<file path="config.mk">
export PLATFORM = sky130hd
export DESIGN_NAME = dbfd_ctrl
export DESIGN_NICKNAME = d
export VERILOG_FILES = /design/src/design/dbfd_pkg.sv /design/src/design/dbfd_ctrl.sv
export VERILOG_INCLUDE_DIRS = /design/src /design/src/design
export SDC_FILE = /design/constraint.sdc
export NUM_CORES = 1
export LEC_CHECK = 0
export BUFFER_PORTS_ARGS = -buffer_cell sky130_fd_sc_hd__buf_4
export CAP_MARGIN = 15
export CORE_AREA = 8 8 45 47
export DETAILED_ROUTE_END_ITERATION = 7
export DIE_AREA = 0 0 53 55
export PLACE_DENSITY = 0.44
export SYNTH_ARGS = -nofsm -noshare
export SYNTH_HDL_FRONTEND = slang
export SYNTH_SLANG_ARGS = --single-unit
</file>
<file path="constraint.sdc">
create_clock -name clk_i -period 1.35 [get_ports clk_i]
set_clock_uncertainty 0.2 [all_clocks]
set_input_delay 0.27 -clock clk_i [delete_from_list [all_inputs] [get_ports clk_i]]
set_output_delay 0.27 -clock clk_i [all_outputs]
set_load 0.05 [all_outputs]
</file>
<file path="src/design/assert_macros.svh">
// assertion helper macros shared by the rtl files
`ifndef ASSERT_MACROS_SVH
`define ASSERT_MACROS_SVH

// property checked on every rising edge outside reset
`define ASSERT_CLK(label, prop, clk, rst_n) \
  label: assert property (@(posedge clk) disable iff (!rst_n) (prop)) \
    else $error("assertion failed");

// implication checked on every rising edge outside reset
`define ASSERT_IMPL(label, ante, cons, clk, rst_n) \
  label: assert property (@(posedge clk) disable iff (!rst_n) (ante) |-> (cons)) \
    else $error("assertion failed");

`endif

</file>
<file path="src/design/dbfd_pkg.sv">
// ---------------------------------------------------------------------------
// dbfd_pkg
// types and constants of the dual bus frame deduplicator
// ---------------------------------------------------------------------------
package dbfd_pkg;

  localparam int unsigned NumDevicesDef = 32;
  localparam int unsigned IdW           = 29;
  localparam int unsigned DataW         = 64;
  localparam int unsigned DevW          = 5;
  localparam int unsigned WinW          = 10;
  localparam int unsigned IdleW         = 16;
  localparam int unsigned KindW         = 3;
  localparam int unsigned CfgIdxW       = 1;
  localparam int unsigned CfgDataW      = 16;

  localparam logic [WinW-1:0]  DupWindowRst = WinW'(30);
  localparam logic [IdleW-1:0] NoRxRst      = IdleW'(3000);

  // register indexes
  localparam logic [CfgIdxW-1:0] RegDupWindow = 1'b0;
  localparam logic [CfgIdxW-1:0] RegNoRx      = 1'b1;

  // command codes
  localparam logic CmdFrame = 1'b0;
  localparam logic CmdTick  = 1'b1;

  // result kinds
  localparam logic [KindW-1:0] KindStatus  = 3'd0;
  localparam logic [KindW-1:0] KindForward = 3'd1;
  localparam logic [KindW-1:0] KindCopy    = 3'd2;
  localparam logic [KindW-1:0] KindRepeat  = 3'd3;
  localparam logic [KindW-1:0] KindTimeout = 3'd4;

  typedef enum logic [2:0] {
    StIdle,
    StLookup,
    StFrame,
    StScan,
    StEmit,
    StStatus
  } state_e;

  // controller to datapath
  typedef struct packed {
    logic latch_in;     // capture the input beat
    logic frame_upd;    // classify and update for a frame
    logic scan_step;    // age the window of the current device
    logic scan_clr;     // zero the scan pointer
    logic scan_next;    // advance the scan pointer
    logic load_status;  // build the status result
  } cmd_t;

  // datapath to controller
  typedef struct packed {
    logic is_tick;
    logic dev_ok;
    logic expired;      // current scan device expired this step
    logic scan_done;    // pointer on last device
  } stat_t;

endpackage

</file>
<file path="src/design/dbfd_ctrl.sv">
// ---------------------------------------------------------------------------
// dbfd_ctrl
// sequencer for frame lookup and the per-tick device walk
// ---------------------------------------------------------------------------
module dbfd_ctrl (
  input  logic             clk_i,
  input  logic             rst_ni,
  input  logic             in_fire_i,
  input  logic             out_free_i,
  input  dbfd_pkg::stat_t  stat_i,
  output dbfd_pkg::cmd_t   cmd_o,
  output logic             busy_o
);
  import dbfd_pkg::*;

  state_e state_q, state_d;

  // next state
  always_comb begin
    state_d = state_q;
    case (state_q)
      StIdle:   if (in_fire_i) state_d = StLookup;
      StLookup: begin
        if (stat_i.is_tick) state_d = StScan;
        else if (stat_i.dev_ok) state_d = StFrame;
        else state_d = StIdle;
      end
      StFrame:  if (out_free_i) state_d = StIdle;
      StScan:   begin
        if (stat_i.expired) state_d = StEmit;
        else if (stat_i.scan_done) state_d = StStatus;
      end
      StEmit:   if (out_free_i) state_d = stat_i.scan_done ? StStatus : StScan;
      StStatus: if (out_free_i) state_d = StIdle;
      default:  state_d = StIdle;
    endcase
  end

  // command outputs
  always_comb begin
    cmd_o = '0;
    case (state_q)
      StIdle:   cmd_o.latch_in = in_fire_i;
      StLookup: cmd_o.scan_clr = 1'b1;
      StFrame:  cmd_o.frame_upd = out_free_i;
      StScan:   begin
        cmd_o.scan_step = ~stat_i.expired;
        cmd_o.scan_next = ~stat_i.expired & ~stat_i.scan_done;
      end
      StEmit:   begin
        cmd_o.scan_step = out_free_i;
        cmd_o.scan_next = out_free_i & ~stat_i.scan_done;
      end
      StStatus: cmd_o.load_status = out_free_i;
      default:  cmd_o = '0;
    endcase
  end

  assign busy_o = (state_q != StIdle);

  always_ff @(posedge clk_i or negedge rst_ni) begin
    if (!rst_ni) state_q <= StIdle;
    else state_q <= state_d;
  end

  `include "assert_macros.svh"
  `ASSERT_IMPL(a_one_upd, cmd_o.frame_upd, !cmd_o.scan_step && !cmd_o.load_status, clk_i, rst_ni)
  `ASSERT_IMPL(a_latch_idle, cmd_o.latch_in, state_q == StIdle, clk_i, rst_ni)
  `ASSERT_IMPL(a_emit_ret, state_q == StEmit && out_free_i, ##1 (state_q != StEmit), clk_i, rst_ni)
endmodule

</file>
==> impl_metrics.yaml, run 1 <==
worst_setup_path:
  critPathArrivalTime_ns: 1.29
  r2r_cells: 5
  worstPathCellList: "or3_4, nor2_4, buf_6"
  worstReg2RegEnd: "state_q[1]$_DFFE_PN0P_"
  rrSetupSlack_ns: -0.02
  critical_path.max_fanout: 5
  end_kind: "primary output"
  worst_path_max_delay_cell: "dfrtp_2"
  slowest_delay_ns: 0.43
  critPathLaunchType: "flop"
  crit_required_ns: 0.88
  rr_startpoint: "state_q[2]$_DFFE_PN0P_"
  endpoint: "cmd_o[5]"
  worstSetupPathType: "flop to primary output"
  cp-startpoint: "state_q[2]$_DFFE_PN0P_"
sta:
  post-route-min-period_ns: 1.76
  fin_ws_ns: -0.415
  slew_headroom_pct: 86.1
  rsz0062_at_grt: "true"
  setup_viol: 9
  fmax_mhz: 567
  tns_ns: -2.56
  hold_violations: 0
  drv_slew: 0
  hold_ws_ns: 0.171
  min_period_over_period_pct: 131
  worst_pin_slew_ns: 0.207
floorplanning:
  start_util_pct: 19.3
  dieArea_mm2: 0.00292
  fp.dieH_um: 55
  rows: 14
  core_area_mm2: 0.00138
  ios: 15
  fp.dieW_um: 53
placed_design:
  dpl.hpwl_um: 741
  placedCellCount: 74
  portBuffers: 14
  post_dp_cell_area_um2: 515
  place.gp.congestion: 0.663
global_route:
  grt_util_met2_pct: 11.3
  grt_pass1_wl_mm: 1.44
  grt_use_met1_pct: 7.62
  grt_use_met3_pct: 1.34
  grt_pass1_vias: 351
  grt.total_usage_pct: 6.18
  overflow: 0
  grt.busiest_layer: "met2"
  antenna_found_initial: 0
  grt_max_degree: 6
layout:
  drive_gt1_share_pct: 73.5
  final_util_pct: 49.1
  fin_area_um2: 679
  register_area_um2: 77.6
  layout_common_cells: "buf_4 (19), buf_6 (9), nor2_4 (4)"
  finalNetCount: 77
  top_register: "state_q"
  final_common_cell: "buf_4"
  antennaDiodeCount: 0
  largest_reg_flops: 3
  top_regs: "state_q x3"
  multi_input_comb_area_um2: 245
  n_fill_cell: 141
  syn_to_final_growth_pct: 155
  instances_no_fill: 84
cts:
  cts_tree: "yes"
  clk_pin_slew_ns: 0.04
  cts_max_level: 1
  cts.sinks: 3
  cts_buffer_depth: 2
  numCtsBuffers: 3
  clk_latency_ns: 0.23
  cts-root-buf: "clkbuf_4"
drt:
  via_per_inst: 4.21
  firstDrtPassIters: 2
  route.detailed.drc: 0
  wirelength_um: 913
  wl_per_cell_um: 10.9
  antenna_left: 0
  vias: 354
  first_iter_violations: 3
logic_synthesis:
  ys_warn_count: 0
  syn_area_um2: 267
  syn_nets: 41
  ys_seq_elements: 3
  synth_cell_types: 18
  synthCells: 33
  yosysSeqAreaShare_pct: 28.2
  syn_area_per_cell_um2: 8.08
pwr:
  power.density_mw_per_mm2: 2450
  p_leak_nw: 0.306
  max-vdd-ir-drop_mv: 0.967
run_status:
  status: "finished with violations"
  violations: "negative setup slack"
flow_run:
  max-cap-violations: 0
hold_path:
  hp-class: "primary input to asynchronous set/reset pin"
[synthesized netlist by cell type, drive strengths merged]
cell    count  area share [%]
nand2b      5              15
nor2        5             7.0
dfrtp       3              28
inv         3             4.2
nand2       3             4.2
o22ai       3              12
a21oi       2             3.8
a21boi      1             2.8
buf         1             4.2
nor2b       1             2.3
nor3b       1             2.8
o21ai       1             1.9
o21bai      1             2.8
o32a        1             3.8
or3         1             2.3
xor2        1             3.3
[timing repair]
action / in CTS / in global routing
hold buffers: 1 / 0
endpoints found under the setup margin: 9 / 10
cloned: 0 / 0
buffers inserted: 4 / 1
pin swaps: 5 / 1
resized for setup: 23 / 2
endpoints found under the hold margin: 3 / 0
[routing by layer]
layer  part of all wire [%]  wire (um)
met1                     43        392
met5                      0          0
met4                      0          0
met2                     49        449
met3                    7.8         71
[area by class of cell]
type,instances,share of cell area [%]
repair buffers,32,44.0
multi-input cells,26,36.1
flip-flops and latches,3,11.4
clock buffers,4,3.87
well taps,16,2.95
inverters,3,1.66
[worst max-delay path, delay by kind of cell (launching register included)]
kind          cells  cell delay (ns)
flops             1             0.43
simple gates      2             0.49
buf+inv           1             0.16
[cells by family (layout without fill, tap and decap cells)]
| kind of cell | Yosys count | after routing | share of synthesized area (%) |
|---|---|---|---|
| DFF | 3 | 3 | 28.2 |
| AOI/OAI and AO/OA | 9 | 9 | 26.8 |
| and+or+nand+nor | 16 | 16 | 33.3 |
| buffers and inverters | 4 | 39 | 8.45 |
| xor gates and xnor gates | 1 | 1 | 3.29 |
[power by group]
part | switching [mW] | internal (mW) | total (mW)
logic | 0.646 | 0.679 | 1.32
registers | 0.0503 | 0.137 | 0.188
clock network | 0.0429 | 0.111 | 0.153
[metrics by stage]
stage	setup WS, ns	power (mW)
final	-0.415	1.67
after floorplan	-0.520	0.861
after global placement	-0.272	1.22
after detailed placement	-0.252	1.22
after global routing	-0.475	1.77
after CTS	-0.457	1.65
[worst min-delay path by stage]
stage	startpoint	to	cells after the start
after floorplan	rst_ni	state_q[0]$_DFFE_PN0P_	0
after global placement	rst_ni	state_q[0]$_DFFE_PN0P_	1
after detailed placement	rst_ni	state_q[0]$_DFFE_PN0P_	1
after CTS	rst_ni	state_q[1]$_DFFE_PN0P_	2
after global routing	rst_ni	state_q[0]$_DFFE_PN0P_	2
final	rst_ni	state_q[2]$_DFFE_PN0P_	2
Power figures use the tool's default switching activity.
==> inputs of run 2 (changes only) <==
--- a/config.mk
+++ b/config.mk
@@ -8,9 +8,9 @@
 export LEC_CHECK = 0
 export BUFFER_PORTS_ARGS = -buffer_cell sky130_fd_sc_hd__buf_4
 export CAP_MARGIN = 15
-export CORE_AREA = 8 8 45 47
+export CORE_AREA = 2 2 39 41
 export DETAILED_ROUTE_END_ITERATION = 7
-export DIE_AREA = 0 0 53 55
+export DIE_AREA = 0 0 41 43
 export PLACE_DENSITY = 0.44
 export SYNTH_ARGS = -nofsm -noshare
 export SYNTH_HDL_FRONTEND = slang
==> run 2 against run 1 <==
  * The run still ends with negative setup slack left
  * Sequential share of layout area rose by 0.099 points
  * Cell count fell by 1.2%
  * Clock-buffer cell count did not move
  * Die area fell by 40%
  * First-iteration DRC count fell by 67%
  * Utilization rose by 0.36 points
  * Wire length fell by 5.7%
  * Power rose by 0.26%
  * Non-clock buffer count fell by 1
  * Critical path depth rose by 1
  * Sequential power rose by 3%
==> impl_metrics.yaml, run 2 (same netlist as run 1, synthesis figures left out) <==
worst_setup_path:
  end_kind: "primary output"
  worstPathCellList: "nand2b_4, o22ai_4, nor2b_4, buf_6"
  critPathBufInv: 1
  cp_top_family: "flip-flops"
  critPathLaunchType: "flop"
  worstSetupPathType: "flop to primary output"
  cp-startpoint: "state_q[1]$_DFFE_PN0P_"
  endpoint: "cmd_o[1]"
  rr_startpoint: "state_q[0]$_DFFE_PN0P_"
  rrSetupSlack_ns: -0.12
  worst_path_max_delay_cell: "dfrtp_2"
  slowest_delay_ns: 0.43
  crit_required_ns: 0.88
  path_depth: 4
  critical_path.max_fanout: 4
  critPathArrivalTime_ns: 1.30
  worstReg2RegEnd: "state_q[1]$_DFFE_PN0P_"
  r2r_cells: 5
placed_design:
  post_dp_cell_area_um2: 508
  place_ws_ns: -0.277
  dpl.hpwl_um: 659
  portBuffers: 14
  place.gp.congestion: 0.764
  placedCellCount: 73
global_route:
  overflow: 0
  antenna_found_initial: 0
  grt_pass1_vias: 370
  grt.total_usage_pct: 12.7
  grt_pass1_wl_mm: 1.53
  grt_max_degree: 6
floorplanning:
  fp.dieW_um: 41
  core_area_mm2: 0.00138
  ios: 15
  dieArea_mm2: 0.00176
  rows: 14
  fp.dieH_um: 43
  start_util_pct: 19.3
cts:
  cts_buffer_depth: 2
  cts_tree: "yes"
  cts_max_level: 1
  clk_latency_ns: 0.23
  cts.sinks: 3
  clk_pin_slew_ns: 0.04
  cts-root-buf: "clkbuf_4"
  numCtsBuffers: 3
pwr:
  p_comb_share_pct: 79.2
  p_int_mw: 0.923
  sw_frac_of_total_pct: 44.7
  total_power_mw: 1.67
  power.density_mw_per_mm2: 2440
  max-vdd-ir-drop_mv: 1.04
  p_leak_nw: 0.304
  sequentialPowerShare_pct: 11.6
  p_sw_mw: 0.747
  clkPwrFrac_pct: 9.2
drt:
  route.detailed.drc: 0
  via_per_inst: 4.35
  firstDrtPassIters: 3
  vias: 361
  wl_per_cell_um: 10.4
  wirelength_um: 861
  antenna_left: 0
  first_iter_violations: 1
layout:
  layout_common_cells: "buf_4 (17), buf_6 (9), nor2_4 (4), buf_8 (4)"
  top_regs: "state_q x3"
  fin_area_um2: 684
  instances_no_fill: 83
  final_common_cell: "buf_4"
  syn_to_final_growth_pct: 157
  finalNetCount: 76
  final_util_pct: 49.5
  largest_reg_flops: 3
  drive_gt1_share_pct: 74.6
  top_register: "state_q"
  antennaDiodeCount: 0
sta:
  tns_ns: -2.68
  hold_violations: 0
  fin_ws_ns: -0.419
  slew_headroom_pct: 82.1
  rsz0062_at_grt: "true"
  post-route-min-period_ns: 1.77
  fmax_mhz: 565
  setup_viol: 9
  min_period_over_period_pct: 131
  drv_slew: 0
  worst_pin_slew_ns: 0.266
  hold_ws_ns: 0.172
hold_path:
  hp-class: "primary input to asynchronous set/reset pin"
flow_run:
  max-cap-violations: 0
run_status:
  violations: "negative setup slack"
  status: "finished with violations"
run 2: repair_timing:
| item | 4_1_cts | 5_1_grt |
|---|---|---|
| hold buffers | 1 | 0 |
| hold endpoints to repair | 3 | 0 |
| pin swaps | 4 | 6 |
| setup buffers | 2 | 3 |
| endpoints found under the setup margin | 9 | 10 |
| resized for setup | 16 | 13 |
run 2: cell type report:
cell class / instances / area (um^2)
sequential: 3 / 78.8
fill: 138 / 699
multi-input combinational: 26 / 249
inverter: 3 / 11.3
timing repair buffer: 31 / 299
clock buffer: 4 / 26.3
tap: 16 / 20.0
run 2: worst min-delay path by stage:
| stage | end | slack (ns) | startpoint |
|---|---|---|---|
| after floorplan | state_q[0]$_DFFE_PN0P_ | -0.23 | rst_ni |
| after global placement | state_q[0]$_DFFE_PN0P_ | -0.14 | rst_ni |
| after detailed placement | state_q[1]$_DFFE_PN0P_ | -0.14 | rst_ni |
| after CTS | state_q[1]$_DFFE_PN0P_ | 0.17 | rst_ni |
| after global routing | state_q[1]$_DFFE_PN0P_ | 0.16 | rst_ni |
| final | state_q[1]$_DFFE_PN0P_ | 0.17 | rst_ni |
run 2: power groups by stage:
| stage | Sequential [mW] | Combinational (mW) | Clock (mW) |
|---|---|---|---|
| after detailed placement | 0.208 | 0.993 | 0 |
| final | 0.194 | 1.32 | 0.154 |
| after global placement | 0.202 | 0.991 | 0 |
| after global routing | 0.202 | 1.40 | 0.176 |
| after CTS | 0.204 | 1.15 | 0.163 |
| after floorplan | 0.180 | 0.681 | 0 |
run 2: worst register-to-register path, delay by kind of cell, from the launching register on:
kind / cells / cell delay, ns
simple gates: 1 / 0.16
compound gates: 2 / 0.38
flops: 1 / 0.42
buf+inv: 2 / 0.24
run 2: routing by layer:
layer / GRT usage (%) / up-vias / wire length [um]
met5: 0 / - / 0
met4: 8.00 / 0 / 0
met3: 2.62 / 0 / 47
met2: 19.7 / 10 / 463
met1: 15.1 / 167 / 350
li1: - / 184 / -
